`src/tlfq_pkg.sv`:
```
// Package: shared types and constants for the three-level feedback scheduler.
`default_nettype none
package tlfq_pkg;
  localparam int unsigned QuantumW = 4;
  localparam int unsigned BurstW   = 16;
  localparam int unsigned SlotOutW = 4;
  localparam int unsigned LevelW   = 2;
  localparam logic [QuantumW-1:0] QuantumReset = 4'd4;

  localparam logic [LevelW-1:0] LevelTop = 2'd0;
  localparam logic [LevelW-1:0] LevelMid = 2'd1;
  localparam logic [LevelW-1:0] LevelBot = 2'd2;

  typedef enum logic [2:0] {
    StIdle,
    StArrive,
    StTop,
    StScan,
    StMidRun,
    StBot,
    StOut
  } state_e;

  typedef struct packed {
    logic arrive;
    logic top_run;
    logic scan_clr;
    logic scan_step;
    logic mid_run;
    logic bot_run;
    logic idle_res;
  } cmd_t;

  typedef struct packed {
    logic top_empty;
    logic bot_empty;
    logic scan_done;
    logic found;
  } sts_t;
endpackage
`default_nettype wire

```
`src/tlfq_ctrl.sv`:
```
// Controller: sequences arrivals, ticks and the middle-level scan.
`default_nettype none
module tlfq_ctrl
  import tlfq_pkg::*;
(
  input  wire         clk_i,
  input  wire         rst_ni,
  input  wire         in_valid_i,
  input  wire         in_type_i,
  output logic        in_ready_o,
  output logic        out_valid_o,
  input  wire         out_ready_i,
  input  wire sts_t   sts_i,
  output cmd_t        cmd_o
);
  state_e state_q, state_d;

  always_ff @(posedge clk_i or negedge rst_ni) begin
    if (!rst_ni) begin
      state_q <= StIdle;
    end else begin
      state_q <= state_d;
    end
  end

  always_comb begin
    state_d = state_q;
    unique case (state_q)
      StIdle: begin
        if (in_valid_i) begin
          if (!in_type_i) state_d = StArrive;
          else if (!sts_i.top_empty) state_d = StTop;
          else state_d = StScan;
        end
      end
      StArrive, StTop, StMidRun, StBot: state_d = StOut;
      StScan: begin
        if (sts_i.scan_done) begin
          if (sts_i.found) state_d = StMidRun;
          else if (!sts_i.bot_empty) state_d = StBot;
          else state_d = StOut;
        end
      end
      StOut: if (out_ready_i) state_d = StIdle;
      default: state_d = StIdle;
    endcase
  end

  always_comb begin
    cmd_o = '0;
    in_ready_o = 1'b0;
    out_valid_o = 1'b0;
    unique case (state_q)
      StIdle: begin
        in_ready_o = 1'b1;
        cmd_o.scan_clr = 1'b1;
      end
      StArrive: cmd_o.arrive = 1'b1;
      StTop: cmd_o.top_run = 1'b1;
      StScan: begin
        cmd_o.scan_step = 1'b1;
        cmd_o.idle_res = sts_i.scan_done && !sts_i.found && sts_i.bot_empty;
      end
      StMidRun: cmd_o.mid_run = 1'b1;
      StBot: cmd_o.bot_run = 1'b1;
      StOut: out_valid_o = 1'b1;
      default: ;
    endcase
  end
endmodule
`default_nettype wire

```
`src/tlfq_dp.sv`:
```
// Datapath: slot tables, level queues, scan unit and result register.
`default_nettype none
module tlfq_dp
  import tlfq_pkg::*;
#(
  parameter int unsigned MaxJobs = 16
) (
  input  wire                  clk_i,
  input  wire                  rst_ni,
  input  wire                  in_fire_i,
  input  wire [BurstW-1:0]     burst_i,
  input  wire                  cfg_fire_i,
  input  wire [QuantumW-1:0]   cfg_data_i,
  input  wire cmd_t            cmd_i,
  output sts_t                 sts_o,
  output logic [15:0]          res_o
);
  localparam int unsigned SW = (MaxJobs > 1) ? $clog2(MaxJobs) : 1;
  localparam int unsigned CW = $clog2(MaxJobs + 1);
  localparam logic [CW-1:0] Depth = CW'(MaxJobs);
  localparam logic [CW:0]   Wrap  = (CW+1)'(MaxJobs);

  logic [QuantumW-1:0] quantum_q;
  logic [BurstW-1:0]   rem_q [MaxJobs];
  logic [QuantumW-1:0] used_q [MaxJobs];
  logic [MaxJobs-1:0]  busy_q, started_q, mid_q;
  logic [SW-1:0]       topm_q [MaxJobs];
  logic [SW-1:0]       botm_q [MaxJobs];
  logic [SW-1:0]       th_q, bh_q;
  logic [CW-1:0]       tc_q, bc_q;
  logic [BurstW-1:0]   burst_q;
  logic [SW-1:0]       scan_q, best_q;
  logic                found_q, done_q;
  logic [15:0]         res_q;

  logic [SW-1:0] free_s;
  logic          free_ok;
  always_comb begin
    free_s = '0;
    free_ok = 1'b0;
    for (int i = MaxJobs - 1; i >= 0; i--) begin
      if (!busy_q[i]) begin
        free_s = SW'(i);
        free_ok = 1'b1;
      end
    end
  end

  // tail = head + count, wrapped once
  logic [SW-1:0] th_n, tt, bh_n, bt;
  logic [CW:0]   tsum, bsum;
  always_comb begin
    th_n = (th_q == SW'(MaxJobs - 1)) ? '0 : th_q + 1'b1;
    bh_n = (bh_q == SW'(MaxJobs - 1)) ? '0 : bh_q + 1'b1;
    tsum = (CW+1)'(th_q) + (CW+1)'(tc_q);
    bsum = (CW+1)'(bh_q) + (CW+1)'(bc_q);
    tt = (tsum >= Wrap) ? SW'(tsum - Wrap) : SW'(tsum);
    bt = (bsum >= Wrap) ? SW'(bsum - Wrap) : SW'(bsum);
  end

  logic [SW-1:0] rs;
  always_comb begin
    unique case (1'b1)
      cmd_i.top_run: rs = topm_q[th_q];
      cmd_i.bot_run: rs = botm_q[bh_q];
      default:       rs = best_q;
    endcase
  end
  logic run;
  assign run = cmd_i.top_run | cmd_i.mid_run | cmd_i.bot_run;
  logic [BurstW-1:0]   rem_n;
  logic [QuantumW-1:0] used_n;
  logic                fin;
  assign rem_n  = rem_q[rs] - 1'b1;
  assign used_n = used_q[rs] + 1'b1;
  assign fin    = (rem_n == '0);

  logic [LevelW-1:0] lvl;
  assign lvl = cmd_i.top_run ? LevelTop : (cmd_i.mid_run ? LevelMid : LevelBot);

  always_ff @(posedge clk_i) begin
    if (in_fire_i) burst_q <= burst_i;
    if (cmd_i.arrive && burst_q != '0 && free_ok) begin
      rem_q[free_s] <= burst_q;
      used_q[free_s] <= '0;
    end
    if (run) rem_q[rs] <= rem_n;
    if (cmd_i.top_run) used_q[rs] <= (used_n == quantum_q) ? '0 : used_n;
    if (cmd_i.arrive && burst_q != '0 && free_ok) topm_q[tt] <= free_s;
    if (cmd_i.top_run && !fin && used_n != quantum_q) topm_q[tt] <= rs;
    if ((cmd_i.mid_run || cmd_i.bot_run) && !fin) botm_q[bt] <= rs;
  end

  logic push_t, push_b;
  always_comb begin
    push_t = (cmd_i.arrive && burst_q != '0 && free_ok) ||
             (cmd_i.top_run && !fin && used_n != quantum_q);
    push_b = (cmd_i.mid_run || cmd_i.bot_run) && !fin;
  end

  always_ff @(posedge clk_i or negedge rst_ni) begin
    if (!rst_ni) begin
      quantum_q <= QuantumReset;
      busy_q <= '0; started_q <= '0; mid_q <= '0;
      th_q <= '0; bh_q <= '0; tc_q <= '0; bc_q <= '0;
      scan_q <= '0; found_q <= 1'b0; done_q <= 1'b0; best_q <= '0;
    end else begin
      if (cfg_fire_i) quantum_q <= cfg_data_i;
      if (cmd_i.arrive && burst_q != '0 && free_ok) begin
        busy_q[free_s] <= 1'b1;
        started_q[free_s] <= 1'b0;
        mid_q[free_s] <= 1'b0;
      end
      if (run) begin
        started_q[rs] <= 1'b1;
        if (fin) busy_q[rs] <= 1'b0;
      end
      if (cmd_i.top_run && !fin && used_n == quantum_q) mid_q[rs] <= 1'b1;
      if (cmd_i.mid_run) mid_q[rs] <= 1'b0;
      if (cmd_i.top_run) th_q <= th_n;
      if (cmd_i.bot_run) bh_q <= bh_n;
      tc_q <= tc_q - CW'(cmd_i.top_run) +
              CW'(push_t && (tc_q != Depth || cmd_i.top_run));
      bc_q <= bc_q - CW'(cmd_i.bot_run) +
              CW'(push_b && (bc_q != Depth || cmd_i.bot_run));
      if (cmd_i.scan_clr) begin
        scan_q <= '0; found_q <= 1'b0; done_q <= 1'b0; best_q <= '0;
      end else if (cmd_i.scan_step && !done_q) begin
        if (mid_q[scan_q] && (!found_q || rem_q[scan_q] < rem_q[best_q])) begin
          best_q <= scan_q;
          found_q <= 1'b1;
        end
        if (scan_q == SW'(MaxJobs - 1)) done_q <= 1'b1;
        else scan_q <= scan_q + 1'b1;
      end
    end
  end

  logic [SlotOutW-1:0] so_a, so_r;
  assign so_a = SlotOutW'(free_s);
  assign so_r = SlotOutW'(rs);

  always_ff @(posedge clk_i) begin
    if (cmd_i.arrive) begin
      res_q <= (burst_q != '0 && free_ok) ? {11'd0, so_a, 1'b1} : '0;
    end else if (run) begin
      res_q <= {6'd0, fin, !started_q[rs], lvl, 1'b1, so_r, 1'b0};
    end else if (cmd_i.idle_res) begin
      res_q <= '0;
    end
  end

  assign res_o = res_q;
  assign sts_o = '{top_empty: (tc_q == '0), bot_empty: (bc_q == '0),
                   scan_done: done_q, found: found_q};
endmodule
`default_nettype wire

```
`src/three_level_feedback_queue_scheduler_core.sv`:
```
// Top level: three-level feedback queue scheduler core.
//  channel   dir  beat
//  s_axis    in   tdata[15:0] burst, tuser[0] req_type
//  m_axis    out  tdata[9:0] accepted, job_slot[4:1], ran, level[7:6], first_run, finished
//  cfg       in   cfg_data_i[3:0] quantum
// Arrival or tick served by the top level: StArrive or StTop, then StOut. Any other
// tick scans the middle level one slot per cycle, then runs a middle or bottom job in
// StMidRun or StBot, or goes to StOut when nothing runs. One item at a time; the result
// is held until taken. Reset clears control state; slot tables are written on arrival.
`default_nettype none
module three_level_feedback_queue_scheduler_core
  import tlfq_pkg::*;
#(
  parameter int unsigned MaxJobs = 16
) (
  input  wire         clk_i,
  input  wire         rst_ni,
  input  wire         s_axis_tvalid,
  output logic        s_axis_tready,
  input  wire [15:0]  s_axis_tdata,   // burst
  input  wire         s_axis_tuser,   // req_type
  output logic        m_axis_tvalid,
  input  wire         m_axis_tready,
  output logic [15:0] m_axis_tdata,   // accepted, job_slot, ran, level, first_run, finished
  input  wire         cfg_valid_i,
  output logic        cfg_ready_o,
  input  wire [3:0]   cfg_data_i      // quantum
);
  cmd_t cmd;
  sts_t sts;

  assign cfg_ready_o = 1'b1;

  tlfq_ctrl u_ctrl (
    .clk_i, .rst_ni,
    .in_valid_i(s_axis_tvalid), .in_type_i(s_axis_tuser), .in_ready_o(s_axis_tready),
    .out_valid_o(m_axis_tvalid), .out_ready_i(m_axis_tready),
    .sts_i(sts), .cmd_o(cmd)
  );

  tlfq_dp #(.MaxJobs(MaxJobs)) u_dp (
    .clk_i, .rst_ni,
    .in_fire_i(s_axis_tvalid & s_axis_tready), .burst_i(s_axis_tdata),
    .cfg_fire_i(cfg_valid_i), .cfg_data_i(cfg_data_i),
    .cmd_i(cmd), .sts_o(sts), .res_o(m_axis_tdata)
  );
endmodule
`default_nettype wire

```
`config.mk`:
```
export PLATFORM = sky130hd
export DESIGN_NAME = three_level_feedback_queue_scheduler_core
export DESIGN_NICKNAME = d
export VERILOG_FILES = /design/src/tlfq_pkg.sv /design/src/tlfq_ctrl.sv /design/src/tlfq_dp.sv /design/src/three_level_feedback_queue_scheduler_core.sv
export SDC_FILE = /design/constraint.sdc
export NUM_CORES = 1
export LEC_CHECK = 0
export BUFFER_PORTS_ARGS = -buffer_cell sky130_fd_sc_hd__clkbuf_2
export CAP_MARGIN = 20
export CORE_AREA = 2 2 209 262
export DETAILED_ROUTE_END_ITERATION = 10
export DIE_AREA = 0 0 211 264
export HOLD_SLACK_MARGIN = 0.03
export PLACE_DENSITY = 0.85
export SETUP_SLACK_MARGIN = 0.2
export SLEW_MARGIN = 10
export SYNTH_ARGS = -nofsm -noshare
export SYNTH_HDL_FRONTEND = slang
export SYNTH_HIERARCHICAL = 1
export SYNTH_SLANG_ARGS = --single-unit
```
`constraint.sdc`:
```
create_clock -name clk_i -period 8.7 [get_ports clk_i]
set_input_delay 0.87 -clock clk_i [delete_from_list [all_inputs] [get_ports clk_i]]
set_output_delay 0.87 -clock clk_i [all_outputs]
set_load 0.01 [all_outputs]
```
==> results of run 1 <==
==> how the worst max path moves through the flow <==
stage,startpoint,depth (start not counted),to
floorplan,u_dp/th_q[1]$_DFFE_PN0P_,28,u_dp/tc_q[4]$_DFF_PN0_
global placement,u_dp/bh_q[0]$_DFFE_PN0P_,27,u_dp/tc_q[4]$_DFF_PN0_
detailed placement,u_dp/bh_q[0]$_DFFE_PN0P_,27,u_dp/tc_q[4]$_DFF_PN0_
CTS,u_dp/bh_q[0]$_DFFE_PN0P_,27,u_dp/tc_q[4]$_DFF_PN0_
global route,u_ctrl/state_q[1]$_DFFE_PN0P_,27,u_dp/tc_q[4]$_DFF_PN0_
finish,u_ctrl/state_q[1]$_DFFE_PN0P_,28,u_dp/tc_q[4]$_DFF_PN0_
==> repair_timing <==
| item | in CTS | in global routing |
|---|---|---|
| gates resized for setup | 0 | 5 |
| hold buffers | 0 | 0 |
| setup endpoints to repair | 0 | 1 |
==> power groups by stage <==
stage / Clock [mW] / Combinational [mW] / Sequential, mW
after floorplan: 0 / 4.51 / 3.63
final: 2.41 / 6.65 / 3.77
after CTS: 2.42 / 6.35 / 3.76
after global routing: 2.52 / 7.03 / 3.80
after detailed placement: 0 / 6.31 / 3.81
after global placement: 0 / 6.07 / 3.78
==> cell families (layout without fill, tap and decap cells) <==
group / Yosys count / in the layout / share of synthesized area (%)
other: 2 / 8 / 0.0238
XOR/XNOR: 40 / 40 / 1.18
AO/OA/AOI/OAI: 434 / 434 / 8.48
AND/OR/NAND/NOR: 892 / 892 / 12.5
adder cells (fa/ha/maj): 43 / 43 / 1.80
flip-flops: 557 / 557 / 51.7
buffers and inverters: 287 / 282 / 3.77
multiplexers: 406 / 406 / 20.6
==> synth_stat cells (all sizes together) (23+ instances only) <==
cell    number  area [µm²]
nor4        26         226
nor3        27         150
o21ai      187         936
inv         57         214
ha          39         488
xnor2       23         209
mux2        96        1080
mux4       184        4140
mux2i      126        1270
nand3       88         450
nand2      494        1850
o22ai       43         269
dfrtp       82        2050
buf         82         422
edfxtp     474       14200
a21oi       75         387
clkbuf     148         556
nor2       165         622
==> cell type report <==
type / count / area share, %
well taps: 679 / 2.48
repair buffers: 121 / 2.81
flip-flops and latches: 557 / 47.6
clock inverters: 40 / 1.08
inverters: 57 / 0.628
diodes: 1 / 0.00730
clock buffers: 64 / 4.20
multi-input cells: 1822 / 41.2
==> cells in the final DEF, fill, tap and decap left out, types with 9 or more instances in the layout <==
cell type / instances
a211oi_1: 16
a21o_1: 10
a21oi_1: 74
a22oi_1: 18
a311oi_1: 9
a31oi_1: 17
and3_1: 9
buf_4: 72
clkbuf_16: 58
clkbuf_2: 36
clkinv_1: 13
clkinv_2: 14
dfrtp_1: 74
edfxtp_1: 474
ha_1: 39
inv_1: 53
mux2_2: 95
mux2i_1: 125
mux4_2: 184
nand2_1: 493
nand2b_1: 18
nand3_1: 85
nand4_1: 10
nor2_1: 164
nor2b_1: 15
nor3_1: 24
nor4_1: 20
o21ai_0: 182
o22ai_1: 43
o41a_1: 9
xnor2_1: 22
xor2_1: 16
==> per-stage QoR <==
stage | instance area, µm² | util, % | setup slack, ns
2_1_floorplan | 31600 | - | 2.33
3_3_place_gp | 32300 | 60.4 | 0.839
3_5_place_dp | 32300 | 60.5 | 0.547
4_1_cts | 34100 | 63.9 | 0.484
5_1_grt | 34300 | 64.3 | 0.290
6_report | 34300 | 64.3 | 0.803
==> registers in the layout, indices dropped and copies added, names as in the netlist, 3 cells and up <==
name,count
u_dp/tc_q,5
u_dp/topm_q,64
u_dp/th_q,4
u_dp/used_q,64
u_dp/bh_q,4
u_dp/burst_q,16
u_dp/botm_q,64
u_dp/started_q,16
u_dp/quantum_q,4
u_dp/best_q,4
u_dp/res_o,10
u_dp/rem_q,256
u_dp/mid_q,16
u_ctrl/state_q,3
u_dp/bc_q,5
u_dp/scan_q,4
u_dp/busy_q,16
==> layer usage <==
metal / global-route usage [%] / share of wire, % / vias to the layer above
met1: 43.8 / 32 / 11600
met4: 23.7 / 8.4 / 0
li1: - / - / 9898
met2: 54.6 / 46 / 2131
met3: 8.95 / 13 / 569
met5: 0 / 0 / -
==> results.yml, run 1 <==
global_routing:
  overflow: 0
  grt_max_degree: 68
  first_global_vias: 24000
  grt_first_pass_wirelength_um: 146000
  gr-usage-all-layers_pct: 35.2
  antenna_found_initial: 0
setup_path:
  r2r_start: "u_ctrl/state_q[1]$_DFFE_PN0P_"
  rr_endpoint: "u_dp/tc_q[4]$_DFF_PN0_"
  end_kind: "flop"
  rrSetupSlack_ns: 0.80
  critPathTopFamily: "simple AND/OR/NAND/NOR gates"
  crit_top_cell: "inv_1"
  cp-start-kind: "flop"
  cp_max_fo: 41
  worstPathArrival_ns: 8.46
  slowest_delay_ns: 0.70
  rr_worst_depth: 28
  cp_slowest_cell: "nor3b_2"
  worst-path-buf-inv: 7
  critPathKind: "flop to flop"
  crit_required_ns: 9.26
timing:
  slew_violations: 0
  fmax_mhz: 127
  fin_crit_sh_pct: 90.8
  timing.hold.ws_ns: 0.169
  setup_viol: 0
  worst_pin_slew_ns: 1.06
  relSlewSlack_pct: 29.2
  rsz0062_at_grt: "no"
  final.setup.tns_ns: 0
  period_minus_slack_ns: 7.90
  worst_clock_skew_ns: 0.0506
  finalHoldViolCount: 0
power:
  combinationalPowerShare_pct: 51.9
  p_switching_mw: 5.91
  pwr-share-seq_pct: 29.4
  finalPower_mw: 12.8
  power.leakage_nw: 12.6
  vdd_drop_max_mv: 0.296
  intPower_mw: 6.92
  clkPwrFrac_pct: 18.7
  powerDensity_nw_per_um2: 374
  switching_share_pct: 46.1
layout:
  final_nets: 2684
  synthToLayoutAreaGrowth_pct: 8.61
  fin_cells: 3341
  seq_area_um2: 16300
  num-fill-cells: 3780
  multi_input_area_um2: 14100
  drive_above_1_share_pct: 20.0
yosys:
  ys_seq_area_share_pct: 51.7
  synthCells: 2661
  synth_seq_cells: 557
  ys_warn_count: 6
  synth.cell_area_um2: 31600
  synth_edf_count: 474
  ys_types: 84
  async_flop_share_pct: 14.9
  syn_avg_cell_area_um2: 11.9
  ys.flop_type: "edfxtp_1"
detailed_routing:
  vias: 24200
  viasPerCell: 7.25
  drcViolationCount: 0
  first_pass_iters: 7
  ant_nets: 0
  wirelength_um: 97600
  initialDrtViolationCount: 3848
  wire_per_inst_um: 29.2
clock_network:
  insertion_delay_ns: 0.67
  post_cts_buffers: 0
  htreeDepth: 2
  cts_root_buf: "clkbuf_16"
  cts_tree: "yes"
  clockBufferDepth: 3
  clkTransAtPathRegs_ns: 0.07
  cts_sinks: 557
  cts_buffers: 56
flow_run:
  drv_cap: 0
place:
  place_congestion: 0.997
  dp_hpwl_um: 62800
  place_inst: 3224
  io_buffers: 37
floorplan:
  die_width_um: 211
  rows: 95
  io_pins: 45
  initial_core_util_pct: 59.2
  fp.dieH_um: 264
  die_area_um2: 55700
  coreArea_um2: 53400
status:
  status: "complete, no violations"
worst_hold_path:
  hold_path.class: "input port to asynchronous set/reset pin"
(Power assumes the default switching activity.)
==> inputs of run 2 (changes only) <==
Settings changed: CELL_PAD_IN_SITES_DETAIL_PLACEMENT set to 1, CELL_PAD_IN_SITES_GLOBAL_PLACEMENT set to 1, CORE_AREA 2 2 209 262 to 2 2 214 269, DIE_AREA 0 0 211 264 to 0 0 216 271, PLACE_DENSITY 0.85 to 0.95.
Clock period 8.7 ns to 10 ns, I/O delays scaled along.
==> results.yml, run 2 (same netlist as run 1, synthesis figures left out) <==
status:
  status: "complete, no violations"
clock_network:
  post_cts_buffers: 0
  clockBufferDepth: 3
  cts_sinks: 557
  clkTransAtPathRegs_ns: 0.07
  cts_tree: "yes"
  insertion_delay_ns: 0.68
  cts_root_buf: "clkbuf_16"
  cts_buffers: 55
  cts.repair.resized: 0
  htreeDepth: 2
  hold_buffers: 0
global_routing:
  overflow: 0
  first_global_vias: 27200
  antenna_found_initial: 2
  grt_first_pass_wirelength_um: 178000
  grt_max_degree: 123
  gr-usage-all-layers_pct: 41.4
power:
  pwr-share-seq_pct: 27.7
  power.leakage_nw: 12.6
  powerDensity_nw_per_um2: 347
  p_switching_mw: 5.81
  combinationalPowerShare_pct: 53.7
  vdd_drop_max_mv: 0.380
  intPower_mw: 6.11
  switching_share_pct: 48.7
  clkPwrFrac_pct: 18.6
setup_path:
  cp_slowest_cell: "and3b_1"
  critPathKind: "flop to flop"
  critPathTopFamily: "simple AND/OR/NAND/NOR gates"
  cp_max_fo: 62
  worstPathArrival_ns: 9.27
  rr_endpoint: "u_dp/tc_q[4]$_DFF_PN0_"
  worst-path-buf-inv: 6
  end_kind: "flop"
  cp-start-kind: "flop"
  rrSetupSlack_ns: 1.32
  r2r_start: "u_ctrl/state_q[0]$_DFFE_PN0P_"
  slowest_delay_ns: 0.85
  crit_top_cell: "inv_1"
  rr_worst_depth: 27
  crit_required_ns: 10.58
floorplan:
  coreArea_um2: 55800
  fp.dieH_um: 271
  rows: 97
  die_area_um2: 58500
  die_width_um: 216
  io_pins: 45
  initial_core_util_pct: 56.6
timing:
  worst_clock_skew_ns: 0.0286
  slew_violations: 0
  setup_viol: 0
  final.setup.tns_ns: 0
  fmax_mhz: 115
  worst_pin_slew_ns: 1.23
  relSlewSlack_pct: 18.0
  period_minus_slack_ns: 8.68
  fin_crit_sh_pct: 86.8
  rsz0062_at_grt: "no"
  finalHoldViolCount: 0
  timing.hold.ws_ns: 0.200
layout:
  num-fill-cells: 5525
  largest_reg_flops: 256
  final_nets: 2679
  drive_above_1_share_pct: 20.2
  largest-register: "u_dp/rem_q"
  final_common_cell: "nand2_1"
  final_cell_mix: "491 x nand2_1, 474 x edfxtp_1, 184 x mux4_2, 182 x o21ai_0, 162 x nor2_1"
  synthToLayoutAreaGrowth_pct: 8.73
  antennaDiodeCount: 0
place:
  dp_hpwl_um: 76000
  place_congestion: 0.985
  io_buffers: 37
detailed_routing:
  drcViolationCount: 0
  viasPerCell: 7.62
  first_pass_iters: 8
  initialDrtViolationCount: 4157
  vias: 25900
  wire_per_inst_um: 35.5
  wirelength_um: 121000
  ant_nets: 0
flow_run:
  drv_cap: 0
worst_hold_path:
  hold_path.class: "input port to asynchronous set/reset pin"
## run 2: cell types whose count changed in the layout (fill, tap and decap cells not counted), sizes merged
cell / change
clkinv: -9
clkbuf: +7
buf: -6
bufinv: +3
diode: -1
inv: +1
## run 2: worst max-delay path by stage
| stage | startpoint | to | slack [ns] | cells past startpoint |
|---|---|---|---|---|
| after floorplan | u_dp/th_q[1]$_DFFE_PN0P_ | u_dp/tc_q[4]$_DFF_PN0_ | 3.63 | 28 |
| after global placement | u_dp/th_q[0]$_DFFE_PN0P_ | u_dp/tc_q[4]$_DFF_PN0_ | 2.32 | 27 |
| after detailed placement | u_ctrl/state_q[1]$_DFFE_PN0P_ | u_dp/tc_q[4]$_DFF_PN0_ | 1.84 | 27 |
| after CTS | u_ctrl/state_q[0]$_DFFE_PN0P_ | u_dp/tc_q[4]$_DFF_PN0_ | 1.72 | 27 |
| after global routing | u_ctrl/state_q[0]$_DFFE_PN0P_ | u_dp/tc_q[4]$_DFF_PN0_ | 0.89 | 27 |
| final | u_ctrl/state_q[0]$_DFFE_PN0P_ | u_dp/tc_q[4]$_DFF_PN0_ | 1.32 | 27 |
## run 2: layout make-up
type                    instances  area [µm²]  area share (%)
flip-flops and latches        557       16300            47.5
multi-input cells            1822       14200            41.3
clock buffers                  69        1470            4.28
well taps                     742         928            2.70
repair buffers                117         825            2.40
clock inverters                35         408            1.19
inverters                      57         215           0.627
## run 2: through the flow
stage	power [mW]	util (%)	cell area [µm²]	worst slack (ns)	instances
2_1_floorplan	7.09	-	31600	3.63	2666
3_3_place_gp	8.64	57.9	32300	2.32	3282
3_5_place_dp	9.17	57.9	32300	1.84	3283
4_1_cts	11.4	61.2	34200	1.72	3387
5_1_grt	12.2	61.5	34300	0.888	3399
6_report	11.9	61.5	34300	1.32	3399
## run 2: routing by layer
layer / global-route usage (%) / share of wire [%] / vias up
met5: 0 / 0.026 / -
met4: 32.3 / 9.6 / 4
met3: 12.1 / 13 / 827
met2: 65.6 / 47 / 2364
met1: 47.1 / 31 / 12800
li1: - / - / 9876
## run 2: power groups by stage
stage | clock [mW] | sequential, mW | combinational, mW
after detailed placement | 0 | 3.32 | 5.84
final | 2.21 | 3.30 | 6.40
after floorplan | 0 | 3.16 | 3.93
after global placement | 0 | 3.27 | 5.37
after CTS | 2.20 | 3.28 | 5.95
after global routing | 2.29 | 3.32 | 6.62
